==> src/rtl/cbr_pkg.sv <==
`timescale 1ns / 1ps
`default_nettype none
// ----------------------------------------------------------------------------
// cbr_pkg - shared definitions for the in-place cross blur core
// Register codes, fade codes, field widths and the per-item control bundle.
// ----------------------------------------------------------------------------
package cbr_pkg;

  localparam int LINE_MAX_DEFAULT = 4096;
  localparam int CFG_W            = 13;
  localparam int CFG_INDEX_W      = 2;
  localparam int ROW_W            = 14;

  localparam logic [CFG_W-1:0] LINE_BYTES_RESET = 13'd48;
  localparam logic [CFG_W-1:0] FRAME_ROWS_RESET = 13'd1;

  typedef enum logic [CFG_INDEX_W-1:0] {
    REG_LINE_BYTES = 2'd0,
    REG_FRAME_ROWS = 2'd1,
    REG_FADE_MODE  = 2'd2
  } cfg_reg_t;

  typedef enum logic [1:0] {
    FADE_NONE = 2'd0,
    FADE_UP   = 2'd1,
    FADE_DOWN = 2'd2
  } fade_t;

  // Decisions taken for one item at the moment it is accepted.
  typedef struct packed {
    logic emit;       // the item produces a blurred byte
    logic store;      // the item's down byte goes into the window
    logic done;       // the result is the final byte of the frame
    logic flushing;   // all frame bytes are in, the down neighbour is zero
    logic has_left;
    logic has_right;
    logic has_up;
  } cbr_ctl_t;

endpackage
`default_nettype wire

==> src/rtl/cbr_kernel.sv <==
`timescale 1ns / 1ps
`default_nettype none
// ----------------------------------------------------------------------------
// cbr_kernel - five-point weighted average with optional fade
// Sums the cross neighbours and four times the centre, divides by eight.
// ----------------------------------------------------------------------------
module cbr_kernel (
  input  cbr_pkg::cbr_ctl_t ctl,
  input  wire [7:0]         centre,
  input  wire [7:0]         left,
  input  wire [7:0]         right,
  input  wire [7:0]         up,
  input  wire [7:0]         down,
  input  wire [1:0]         fade_mode,
  output logic [7:0]        res
);
  import cbr_pkg::*;

  logic [10:0] sum;
  logic [7:0]  avg;

  always_comb begin
    sum = {3'b000, down} + {1'b0, centre, 2'b00};
    if (ctl.has_left) begin
      sum = sum + {3'b000, left};
    end
    if (ctl.has_right) begin
      sum = sum + {3'b000, right};
    end
    if (ctl.has_up) begin
      sum = sum + {3'b000, up};
    end
    avg = sum[10:3];
    case (fade_mode)
      FADE_UP:   res = (avg == 8'hFF) ? avg : avg + 8'd1;
      FADE_DOWN: res = (avg == 8'h00) ? avg : avg - 8'd1;
      default:   res = avg;
    endcase
  end

endmodule
`default_nettype wire

==> config.mk <==
export PLATFORM = sky130hd
export DESIGN_NAME = cbr_kernel
export DESIGN_NICKNAME = d
export VERILOG_FILES = /design/src/rtl/cbr_pkg.sv /design/src/rtl/cbr_kernel.sv
export SDC_FILE = /design/constraint.sdc
export NUM_CORES = 1
export LEC_CHECK = 0
export BUFFER_PORTS_ARGS = -buffer_cell sky130_fd_sc_hd__buf_2
export CORE_MARGIN = 2
export CORE_UTILIZATION = 30
export DETAILED_ROUTE_END_ITERATION = 6
export SYNTH_ARGS = -nofsm -noshare
export SYNTH_HDL_FRONTEND = slang
export SYNTH_SLANG_ARGS = --single-unit
==> constraint.sdc <==
create_clock -name vclk -period 12.21
set_input_delay 0 -clock vclk [all_inputs]
set_output_delay 0 -clock vclk [all_outputs]
set_load 0.05 [all_outputs]
-- Word-level counts from Yosys, hierarchy flattened
Cells that the tools add are included.
Widths: inputs -> output; s select.
- register bits: 0
- input bits: 49
- output and inout bits: 8
- word-level logic and storage cells: 16
- add/sub/neg operators: 6
- equality and inequality tests: 3
- mux-type cells: 6
- reduce and logical (&&, ||, !) cells: 1
- operators by type and width (kind ; number):
    $add 11x8->11 ; 3
    $mux 11 ; 3
    $mux 8 ; 2
    $pmux 8 s2 ; 1
    $add 8x10->11 ; 1
    $add 8x1->8 const B ; 1
    $eq 8x8->1 const B ; 1
    $logic_not 8->1 ; 1
    $sub 8x1->8 const B ; 1
    $eq 2x1->1 const B ; 1
    $eq 2x2->1 const B ; 1

-- Longest topological paths before layout
- depth in word-level cells: 10
- gate-level depth with buffers: 29
- depth with buffers taken out: 27

-- Worst setup path after synthesis
Ideal clock, no wire load.
- path type: input to output
- start: input port centre[0]
- end: output port res[0]
- arrival time: 6.981 ns
- data required time: 12.210 ns
- path slack: 5.229 ns
- stages: 25
- buffers on the path: 1
- cells stage by stage: ha_1 inv_1 fa_1 xnor2_1 ha_1 and2_4 a221oi_1 nand2_1 xnor2_1 o21ai_0 ha_1 clkbuf_2 or4b_2 a21oi_1 nor3_1 o2111a_1 ha_1 o21a_1 or2_2 a32o_1 nand2b_1 nor3_1 o2111ai_1 nor2_1 o311ai_0
- cells in the longest elaborated chain, start to end: 10
- elaborated cells between the ends (all ways): 14
- those cells by class: add/sub (6); eq/ne (1); mux (6); reduce/logical (1)
- ends and longest elaborated chain (element ; RTL line ; RTL):
    start, declared ; cbr_kernel.sv:9 ; input wire [7:0] centre,
    $add 8x10->11 (*) ; cbr_kernel.sv:23 ; sum = {3'b000, down} + {1'b0, centre, 2'b00};
    $add 11x8->11 ; cbr_kernel.sv:25 ; sum = sum + {3'b000, left};
    $mux 11 (*) ; cbr_kernel.sv:24 ; if (ctl.has_left) begin
    $add 11x8->11 ; cbr_kernel.sv:28 ; sum = sum + {3'b000, right};
    $mux 11 (*) ; cbr_kernel.sv:27 ; if (ctl.has_right) begin
    $add 11x8->11 ; cbr_kernel.sv:31 ; sum = sum + {3'b000, up};
    $mux 11 (*) ; cbr_kernel.sv:30 ; if (ctl.has_up) begin
    $sub 8x1->8, or another cell as far along ; cbr_kernel.sv:36 ; FADE_DOWN: res = (avg == 8'h00) ? avg : avg - 8'd1;
    $mux 8 (on tied branches) ; cbr_kernel.sv:36, cbr_kernel.sv:35 ;
    $pmux 8 s2 (*) ; cbr_kernel.sv:34 ; case (fade_mode)
    end, declared ; cbr_kernel.sv:15 ; output logic [7:0] res
Mark *: on every way between the ends. The rest lies on a longest branch, timed or not.

-- Worst setup path after layout
Same ends and word-level chain as after synthesis.

==> summary.md <==
| Metric | Value |
|---|---|
| Register area share after synthesis | `0` |
| Power Dens Cells | `144 mW/mm²` |
| Drt pass-1 iters | `4` |
| Dpl cell area | `slightly above 0.003 mm²` |
| Hold WS | `0.776 ns` |
| Row count | `35` |
| Syn_area_per_cell | `7.06 µm²` |
| Critical path buffer and inverter count | `3` |
| Number of inserted diodes | `0` |
| Layout cells sized above 1 | `0.178` |
| DR vias/cell | `roughly 5.8` |
| Arr. time, crit path | `6.97 ns` |
| Min Tclk post-route | `between 6 and 7 ns` |
| DRC | `0` |
| Hold depth | `4` |
| Starting DRT DRC Count | `about 190` |
| Most frequent cell after synthesis | `ha_1` |
| Antenna viol nets, final | `0` |
| Port Buf Inserts | `53` |
| Synth top area share | `0.153` |
| Hold Path Class | `primary input to output port` |
| Die W | `100 µm` |
| Post-CTS Resized | `0` |
| I/O pin total | `57` |
| Core footprint | `0.00911 mm²` |
| Nets | `515` |
| RSZ-0062 raised after global routing | `no` |
| Critical Path Start Type | `primary input` |
| Synth Cell Area | `between 0.002 and 0.003 mm²` |
| Final WL | `7630 µm` |
| Hold Buf Count CTS | `0` |
| Worst setup margin | `5.24 ns` |
| DP Worst Slack | `5.30 ns` |
| Critical path's top delay family | `compound AO/OA/AOI/OAI gates` |
| Final setup viols | `0` |
| GRT Total Usage | `0.149` |
| Slowest stage delay, CP | `between 0.7 and 0.8 ns` |
| CP required | `12.21 ns` |
| Setup Crit Path Kind | `primary input to output port` |
| Synth top area cells | `ha_1 (15%), a21oi_1 (5.0%), o21ai_0 (4.7%), nand2_1 (3.9%), inv_1 (3.6%)` |
| Outcome | `complete, no violations` |
| Final TNS setup | `0 ns` |
| GP Congestion | `0.856` |
| Slew Limit Fails | `0` |
| Ys Warns | `0` |
| Synth cell types | `78` |
| Peak Freq | `143 MHz` |
| Post-DP HPWL | `6190 µm` |
| Critical-path top delay cell | `xor2_1` |
| Synth cell count leaders | `ha_1 (34), nand2_1 (29), a21oi_1 (28)` |
| Final hold violation count | `0` |
| Leak | `0.00139 µW` |
| Die height | `about 100 µm` |
| Synthesized Nets | `between 400 and 500` |
| Critical Path End Type | `output port` |
| Hold path startpoint | `fade_mode[1]` |
| Global-route wire length before repair | `roughly 13000 µm` |
| Total setup buffers inserted after CTS | `0` |
| Initial Util | `0.305` |
| Seq_cells | `0` |
| Peak fanout along the critical path | `13` |
| Layout clock buffers | `0` |
| Cell taking the most area after synthesis | `ha_1` |
| MaxCap Viol Count | `0` |
| Hold endpoint | `res[1]` |
| Util after Layout | `0.339` |
| Rel. slew slack | `0.394` |
| GRT overflow | `0` |
| Final worst-path cycle share | `0.571` |
| Area growth from synthesis to layout | `11.1%` |
| Worst slew pin tran | `approximately 0.90 ns` |
| Top cell by count, worst path | `ha_1` |
| Worst vdd ir | `0.0575 mV` |
| Design Area, Final | `0.00309 mm²` |
| DR vias | `3098` |
| Sequential Area | `0 µm²` |
| Largest net degree at the start of global routing | `24` |
| Synthesized instance count | `394` |
| Die area | `0.0101 mm²` |
| Number of global-route vias before repair | `2911` |
| Avg WL per Cell | `14.2 µm` |
| Initial antenna violation count | `0` |
==> how the worst max path moves through the flow <==
| stage | startpoint | endpoint | cells past startpoint |
|---|---|---|---|
| after floorplan | centre[0] | res[0] | 25 |
| after global placement | centre[0] | res[0] | 26 |
| after detailed placement | centre[0] | res[0] | 26 |
| after CTS | centre[0] | res[0] | 26 |
| after global routing | centre[0] | res[0] | 26 |
| final | centre[0] | res[0] | 26 |
==> cell type report <==
class / instances / area (µm²)
Fill cell: 1011 / 6020
Timing Repair Buffer: 53 / 265
Tap cell: 111 / 139
Inverter: 28 / 105
Multi-Input combinational cell: 346 / 2580
==> layer usage <==
layer / wire [µm] / GRT usage / vias up
met5: 0 / 0 / -
met4: 53 / 0.0116 / 0
met3: 218 / 0.00766 / 6
met2: 3660 / 0.264 / 52
met1: 3700 / 0.207 / 1448
li1: - / - / 1592
==> tightest hold or removal path, delay by kind of cell <==
| kind | cells | cell delay, ns |
|---|---|---|
| buf+inv | 2 | 0.30 |
| compound gates | 1 | 0.15 |
| fa+ha+maj | 1 | 0.33 |
==> cells by family (layout without fill, tap and decap cells) <==
| family | count (synthesis) | count (layout) | synth area share |
|---|---|---|---|
| AOI/OAI and AO/OA | 145 | 145 | 0.380 |
| and+or+nand+nor | 134 | 134 | 0.263 |
| muxes | 13 | 13 | 0.0495 |
| buffers and inverters | 48 | 81 | 0.0720 |
| xor gates and xnor gates | 17 | 17 | 0.0612 |
| adders and majority gates | 37 | 37 | 0.175 |
==> cell usage in the layout, fill, tap and decap left out, drive strengths merged, types with 5 or more instances in the layout <==
cell type and instances:
ha 34, o2111ai 7, and3 10, xnor2 11, inv 28, mux2i 7, o21a 9, nand2b 5
o211ai 6, a21oi 28, nor3 12, a211oi 7, a211o 5, a21o 10, or3 6, buf 53
o21ai 27, xor2 5, nor2 20, nand2 29, nand3 17, mux2 6, o211a 5
==> per-stage QoR <==
stage,instances,power [µW]
6_report,538,446
5_1_grt,538,496
4_1_cts,538,446
3_5_place_dp,538,443
3_3_place_gp,538,436
2_1_floorplan,394,358
==> power by group <==
group          total, µW  switching (µW)  leakage (µW)  internal (µW)
Combinational        446             279       0.00139            167
Clock                  0               0             0              0
Sequential             0               0             0              0
Total                446             279       0.00139            167
Power figures use the tool's default switching activity.
