<file path="src/rtl/cbr_pkg.sv">
`timescale 1ns / 1ps
`default_nettype none
// ----------------------------------------------------------------------------
// cbr_pkg - shared definitions for the in-place cross blur core
// Register codes, fade codes, field widths and the per-item control bundle.
// ----------------------------------------------------------------------------
package cbr_pkg;

  localparam int LINE_MAX_DEFAULT = 4096;
  localparam int CFG_W            = 13;
  localparam int CFG_INDEX_W      = 2;
  localparam int ROW_W            = 14;

  localparam logic [CFG_W-1:0] LINE_BYTES_RESET = 13'd48;
  localparam logic [CFG_W-1:0] FRAME_ROWS_RESET = 13'd1;

  typedef enum logic [CFG_INDEX_W-1:0] {
    REG_LINE_BYTES = 2'd0,
    REG_FRAME_ROWS = 2'd1,
    REG_FADE_MODE  = 2'd2
  } cfg_reg_t;

  typedef enum logic [1:0] {
    FADE_NONE = 2'd0,
    FADE_UP   = 2'd1,
    FADE_DOWN = 2'd2
  } fade_t;

  // Decisions taken for one item at the moment it is accepted.
  typedef struct packed {
    logic emit;       // the item produces a blurred byte
    logic store;      // the item's down byte goes into the window
    logic done;       // the result is the final byte of the frame
    logic flushing;   // all frame bytes are in, the down neighbour is zero
    logic has_left;
    logic has_right;
    logic has_up;
  } cbr_ctl_t;

endpackage
`default_nettype wire

</file>
<file path="src/rtl/cbr_position.sv">
`timescale 1ns / 1ps
`default_nettype none
// ----------------------------------------------------------------------------
// cbr_position - raster position tracker
// Keeps column and row of the next item and decides what each item does.
// ----------------------------------------------------------------------------
module cbr_position #(
  parameter int LINE_MAX = cbr_pkg::LINE_MAX_DEFAULT
) (
  input  wire                                 clk,
  input  wire                                 rst,
  input  wire                                 advance,
  input  wire                                 drain,
  input  wire [cbr_pkg::CFG_W-1:0]            line_bytes,
  input  wire [cbr_pkg::CFG_W-1:0]            frame_rows,
  output logic [$clog2(LINE_MAX+1)-1:0]       col,
  output logic [$clog2(LINE_MAX+1)-1:0]       len,
  output cbr_pkg::cbr_ctl_t                   ctl
);
  import cbr_pkg::*;

  localparam int CW = $clog2(LINE_MAX + 1);
  localparam int LW = (CW > CFG_W) ? CW : CFG_W;

  logic [CW-1:0]    column_count, column_count_next;
  logic [ROW_W-1:0] row_count, row_count_next;
  logic [LW-1:0]    lb;
  logic [CFG_W-1:0] rows;
  logic [CW-1:0]    c_norm;
  logic [ROW_W-1:0] r_step, r_norm;
  logic [CW:0]      c_plus1;
  logic             ignore;

  always_comb begin
    lb = LW'(line_bytes);
    if (lb == '0) begin
      len = CW'(1);
    end else if (lb > LW'(LINE_MAX)) begin
      len = CW'(LINE_MAX);
    end else begin
      len = lb[CW-1:0];
    end
    rows = (frame_rows == '0) ? CFG_W'(1) : frame_rows;
  end

  // Bring the stored position back into range before using it.
  always_comb begin
    if (column_count >= len) begin
      c_norm = '0;
      r_step = row_count + ROW_W'(1);
    end else begin
      c_norm = column_count;
      r_step = row_count;
    end
    r_norm = r_step;
    if (r_step > ROW_W'(rows)) begin
      r_norm = '0;
      c_norm = '0;
    end
  end

  assign col = c_norm;

  always_comb begin
    ctl.flushing  = (r_norm >= ROW_W'(rows));
    ignore        = drain && !ctl.flushing;
    ctl.emit      = (r_norm != '0) && !ignore;
    ctl.done      = ctl.emit && ctl.flushing && (c_norm == len - CW'(1));
    ctl.store     = !ignore && !ctl.done;
    ctl.has_left  = (c_norm >= CW'(3));
    ctl.has_right = ((CW+1)'(c_norm) + (CW+1)'(3)) < (CW+1)'(len);
    ctl.has_up    = (r_norm >= ROW_W'(2));
  end

  always_comb begin
    c_plus1           = (CW+1)'(c_norm) + (CW+1)'(1);
    column_count_next = c_norm;
    row_count_next    = r_norm;
    if (ctl.done) begin
      column_count_next = '0;
      row_count_next    = '0;
    end else if (ctl.store) begin
      if (c_plus1 >= (CW+1)'(len)) begin
        column_count_next = '0;
        row_count_next    = r_norm + ROW_W'(1);
      end else begin
        column_count_next = c_plus1[CW-1:0];
      end
    end
  end

  always_ff @(posedge clk) begin
    if (rst) begin
      column_count <= '0;
      row_count    <= '0;
    end else if (advance) begin
      column_count <= column_count_next;
      row_count    <= row_count_next;
    end
  end

endmodule
`default_nettype wire

</file>
<file path="config.mk">
export PLATFORM = sky130hd
export DESIGN_NAME = cbr_position
export DESIGN_NICKNAME = d
export VERILOG_FILES = /design/src/rtl/cbr_pkg.sv /design/src/rtl/cbr_position.sv
export SDC_FILE = /design/constraint.sdc
export NUM_CORES = 1
export LEC_CHECK = 0
export BUFFER_PORTS_ARGS = -buffer_cell sky130_fd_sc_hd__buf_2
export CORE_ASPECT_RATIO = 2
export CORE_UTILIZATION = 50
export DETAILED_ROUTE_END_ITERATION = 12
export GPL_TIMING_DRIVEN = 0
export PLACE_DENSITY = 0.7
export SLEW_MARGIN = 10
export SYNTH_ARGS = -nofsm -noshare
export SYNTH_HDL_FRONTEND = slang
export SYNTH_SLANG_ARGS = --single-unit
</file>
<file path="constraint.sdc">
create_clock -name clk -period 27 [get_ports clk]
set_input_delay 4.05 -clock clk [delete_from_list [all_inputs] [get_ports clk]]
set_output_delay 4.05 -clock clk [all_outputs]
set_load 0.05 [all_outputs]
</file>
======== Word-level counts from Yosys, hierarchy flattened ========
Index checks and enable logic that the tools add are counted.
word-level totals
  register bits ........................... 27
  output and inout port bits .............. 33
cells by class
  equal/unequal tests ..................... 1
  add/subtract/negate cells ............... 5
  reductions and logical operators ........ 11
  muxes and demuxes ....................... 13
  magnitude comparators ................... 8
operators by type and width
  cell                   number
  $mux 13                8
  $mux 14                5
  $add 14x1->14 const B  2
  $ge 14x13->1           2
  $logic_not 13->1       2
  $add 13x1->14 const B  1
  $add 13x2->14 const B  1
  $ge 14x2->1 const B    1
  $gt 14x13->1           1
  $lt 14x13->1           1
  $reduce_bool 14->1     1
  $eq 13x13->1           1
  $ge 13x13->1           1
  $ge 13x2->1 const B    1
  $gt 13x13->1 const B   1
  $sub 13x1->13 const B  1
  $logic_and 1x1->1      5
  $logic_not 1->1        3

======== Depth between registers and ports, before layout ========
  word-level depth ........................ 18
  mapped depth ............................ 43

======== Least setup slack after synthesis ========
OpenSTA, ideal clock, no wires.
  path kind ............................... input to output
  from .................................... input port line_bytes[4] (netlist name)
  to ...................................... output port ctl[1] (netlist name)
  slack ................................... 10,790 ps
  stages on the path ...................... 36
  buffers on the path ..................... 3
  data arrival time ....................... 12,160 ps
  cell sequence ........................... clkbuf_1 or4_4 nor2_1 a21oi_1 or2_2 inv_1 ha_1 nor3b_1 o211ai_1 and2_1 buf_6 o2111a_1 or2_2 ha_1 nand4_1 o221ai_1 a21oi_1 a21oi_1 nor3_2 and2_0 clkbuf_1 inv_1 ha_1 inv_1 ha_1 nor2b_1 o21a_1 o21a_1 o21a_1 o21ai_0 nand2b_1 a211oi_1 o21ai_0 o211ai_1 a21oi_1 a311oi_1
RTL lines
  what             line                RTL
  start, declared  cbr_position.sv:14  input wire [cbr_pkg::CFG_W-1:0] line_bytes,
  end, declared    cbr_position.sv:18  output cbr_pkg::cbr_ctl_t ctl

==> flow_summary.yaml <==
setup_path:
  r2r-start: "column_count[10]"
  crit_required_ns: 22.95
  end_kind: "output pin"
  arrival_ns: 13.04
  critPathSlowestCell: "o21ai_0"
  crit_type: "in2out"
  worstRegToRegCells: 36
  cpPeakStageDelay_ns: 0.86
  cp-startpoint: "line_bytes[1]"
  path_max_fanout: 10
  crit_path_end: "ctl[5]"
  critical_path.startpoint_type: "input port"
  timing.rr.end: "column_count[5]"
  rrSetupSlack_ns: 18.08
synth:
  synth.area.top_cells: "ha_1 (18%), dfxtp_1 (11%), nand2_1 (6.0%), xnor2_1 (5.6%), inv_1 (4.4%)"
  yosysTopAreaCellShare_pct: 17.7
  ys_seq_elements: 27
  yosysSeqAreaShare_pct: 10.8
  ys_async_sr_fraction_pct: 0
  post-synth-top-area-cell: "ha_1"
  synth.distinct_cells: 85
  synth_flop_cell: "dfxtp_1"
  avgSynthCellArea_um2: 7.07
  syn_area_um2: 5010
  syn_nets: 809
  syn_inst: 708
  synth_enable_flop_cells: 0
  yosys_warnings: 0
run_status:
  status: "finished clean"
floorplan:
  start_util_pct: 51.3
  die_y_um: 144
  die_w_um: 72.8
  die_area_um2: 10400
  core-area_um2: 9760
  rows: 51
  ios: 63
layout:
  final_cell_area_um2: 5540
  area_delta_synth_final_pct: 10.7
  fillers: 1004
  diodes: 0
  final_layout_size_suffix_gt1_share_pct: 12.7
  layout.nets: 872
route:
  viasPerCell: 6.51
  dr.first_iter.drc_count: 460
  totalWireLength_um: 18600
  post_drt_wl_per_cell_um: 20.6
  drc: 0
  vias: 5873
  antenna_left: 0
  drt_pre_antenna_iters: 6
clock_tree:
  clockBufferDepth: 2
  clk_latency_ns: 0.28
  clk_pin_slew_worst_paths_ns: 0.07
  cts.sinks: 27
  htreeDepth: 1
  cts-root-buf: "clkbuf_16"
  hold_buffers: 0
  cts_resized: 0
  cts_buffers: 3
  cts_setup_buffers: 0
  tritoncts: "done"
sta:
  final.setup.tns_ns: 0
  setup_slack_ns: 9.91
  finalClockSkew_ns: 0.00395
  fin_crit_sh_pct: 63.3
  rsz0062_at_grt: "false"
  fin_crit_ns: 17.09
  fmax_mhz: 58.5
  worst_pin_slew_ns: 1.10
  drv_slew: 0
  relSlewSlack_pct: 25.8
  hold_viol: 0
  setup_viol: 0
place:
  dpl_cell_area_um2: 5460
  gp_congestion: 1.00
  io_buffers: 58
  place_ws_ns: 10.14
  post-dp-hpwl_um: 14800
hold_path:
  hold_path_class: "reg2reg"
global_route:
  grt_usage_pct: 36.2
  antenna_found_initial: 0
  grt_pass1_wl_um: 28100
  grt_pass1_vias: 5658
  grt_remaining_overflow: 0
  grt_max_degree: 15
power:
  power_leakage_nw: 2.57
  power.density_nw_per_um2: 21.0
  ir_drop_v: 0.0000206
flow_run:
  cap_violations: 0
==> cell type report <==
cell class | count | area [um2] | share of cell area (%)
Buffer | 35 | 156 | 2.82
Clock buffer | 4 | 78.8 | 1.42
Inverter | 62 | 233 | 4.20
Multi-Input combinational cell | 584 | 4080 | 73.6
Sequential cell | 27 | 541 | 9.75
Tap cell | 132 | 165 | 2.98
Timing Repair Buffer | 58 | 290 | 5.24
==> sequential cells by signal, summed over array words and instances, names as in the netlist <==
register and count:
row_count 14, column_count 13
==> synth_stat cells (18+ instances only) <==
library cell  count
o21ai_0          24
nor2_1           38
and2_1           18
a21oi_1          37
nand2_1          80
xnor2_1          32
nand4_1          18
ha_1             71
inv_1            59
dfxtp_1          27
nand3_1          41
nor4_1           19
clkbuf_1         24
==> metrics by stage <==
step	hold WS [ns]	cells	utilization [%]	power [mW]
2_1_floorplan	0.450	708	-	0.0671
3_3_place_gp	0.479	898	56.0	0.0784
3_5_place_dp	0.471	898	56.0	0.0794
4_1_cts	0.481	902	56.8	0.116
5_1_grt	0.520	902	56.8	0.121
6_report	0.482	902	56.8	0.117
==> kinds of logic (layout without fill, tap and decap cells) <==
kind of cell | after synthesis | count (layout) | synth area share (%)
adder cells (fa/ha/maj) | 71 | 71 | 17.7
buffers and inverters | 97 | 159 | 7.77
AO/OA/AOI/OAI | 166 | 166 | 22.7
flip-flops | 27 | 27 | 10.8
AND/OR/NAND/NOR | 293 | 293 | 31.4
XOR/XNOR | 49 | 49 | 8.57
multiplexers | 5 | 5 | 1.02
==> how the worst min path moves through the flow <==
stage | start | endpoint | cells past startpoint
global route | row_count[11] | row_count[11] | 2
finish | row_count[10] | row_count[10] | 2
CTS | row_count[10] | row_count[10] | 2
floorplan | row_count[10] | row_count[10] | 2
global placement | row_count[10] | row_count[10] | 2
detailed placement | row_count[10] | row_count[10] | 2
==> worst max-delay path, delay by kind of cell <==
family                     cells  cell delay [ns]
AOI/OAI and AO/OA             10             3.46
and+or+nand+nor               13             3.43
buffers and inverters          6             1.12
adders and majority gates      3             0.75
muxes                          1             0.21
==> where the power goes <==
| group | internal, mW | switching [mW] |
|---|---|---|
| sequential | 0.0400 | 0.000591 |
| clock | 0.0204 | 0.0167 |
| combinational | 0.0123 | 0.0266 |
==> cells in the final DEF, fill, tap and decap left out, types with 19 or more instances in the layout <==
| cell | netlist | final |
|---|---|---|
| o21ai_0 | 24 | 24 |
| buf_2 | 7 | 65 |
| nand3_1 | 41 | 41 |
| clkbuf_1 | 24 | 25 |
| xnor2_1 | 32 | 32 |
| nor4_1 | 19 | 19 |
| dfxtp_1 | 27 | 27 |
| nand2_1 | 80 | 80 |
| nor2_1 | 38 | 38 |
| ha_1 | 71 | 71 |
| inv_1 | 59 | 59 |
| a21oi_1 | 37 | 37 |
==> per-layer routing <==
metal | track usage [%] | up-vias | wire length (um)
met5 | 0 | - | 0
met4 | 37.5 | 0 | 2160
met3 | 9.33 | 134 | 1310
met2 | 65.4 | 346 | 9340
met1 | 29.7 | 2678 | 5800
li1 | - | 2715 | -
Note: power is estimated with default switching activity, not from simulation.
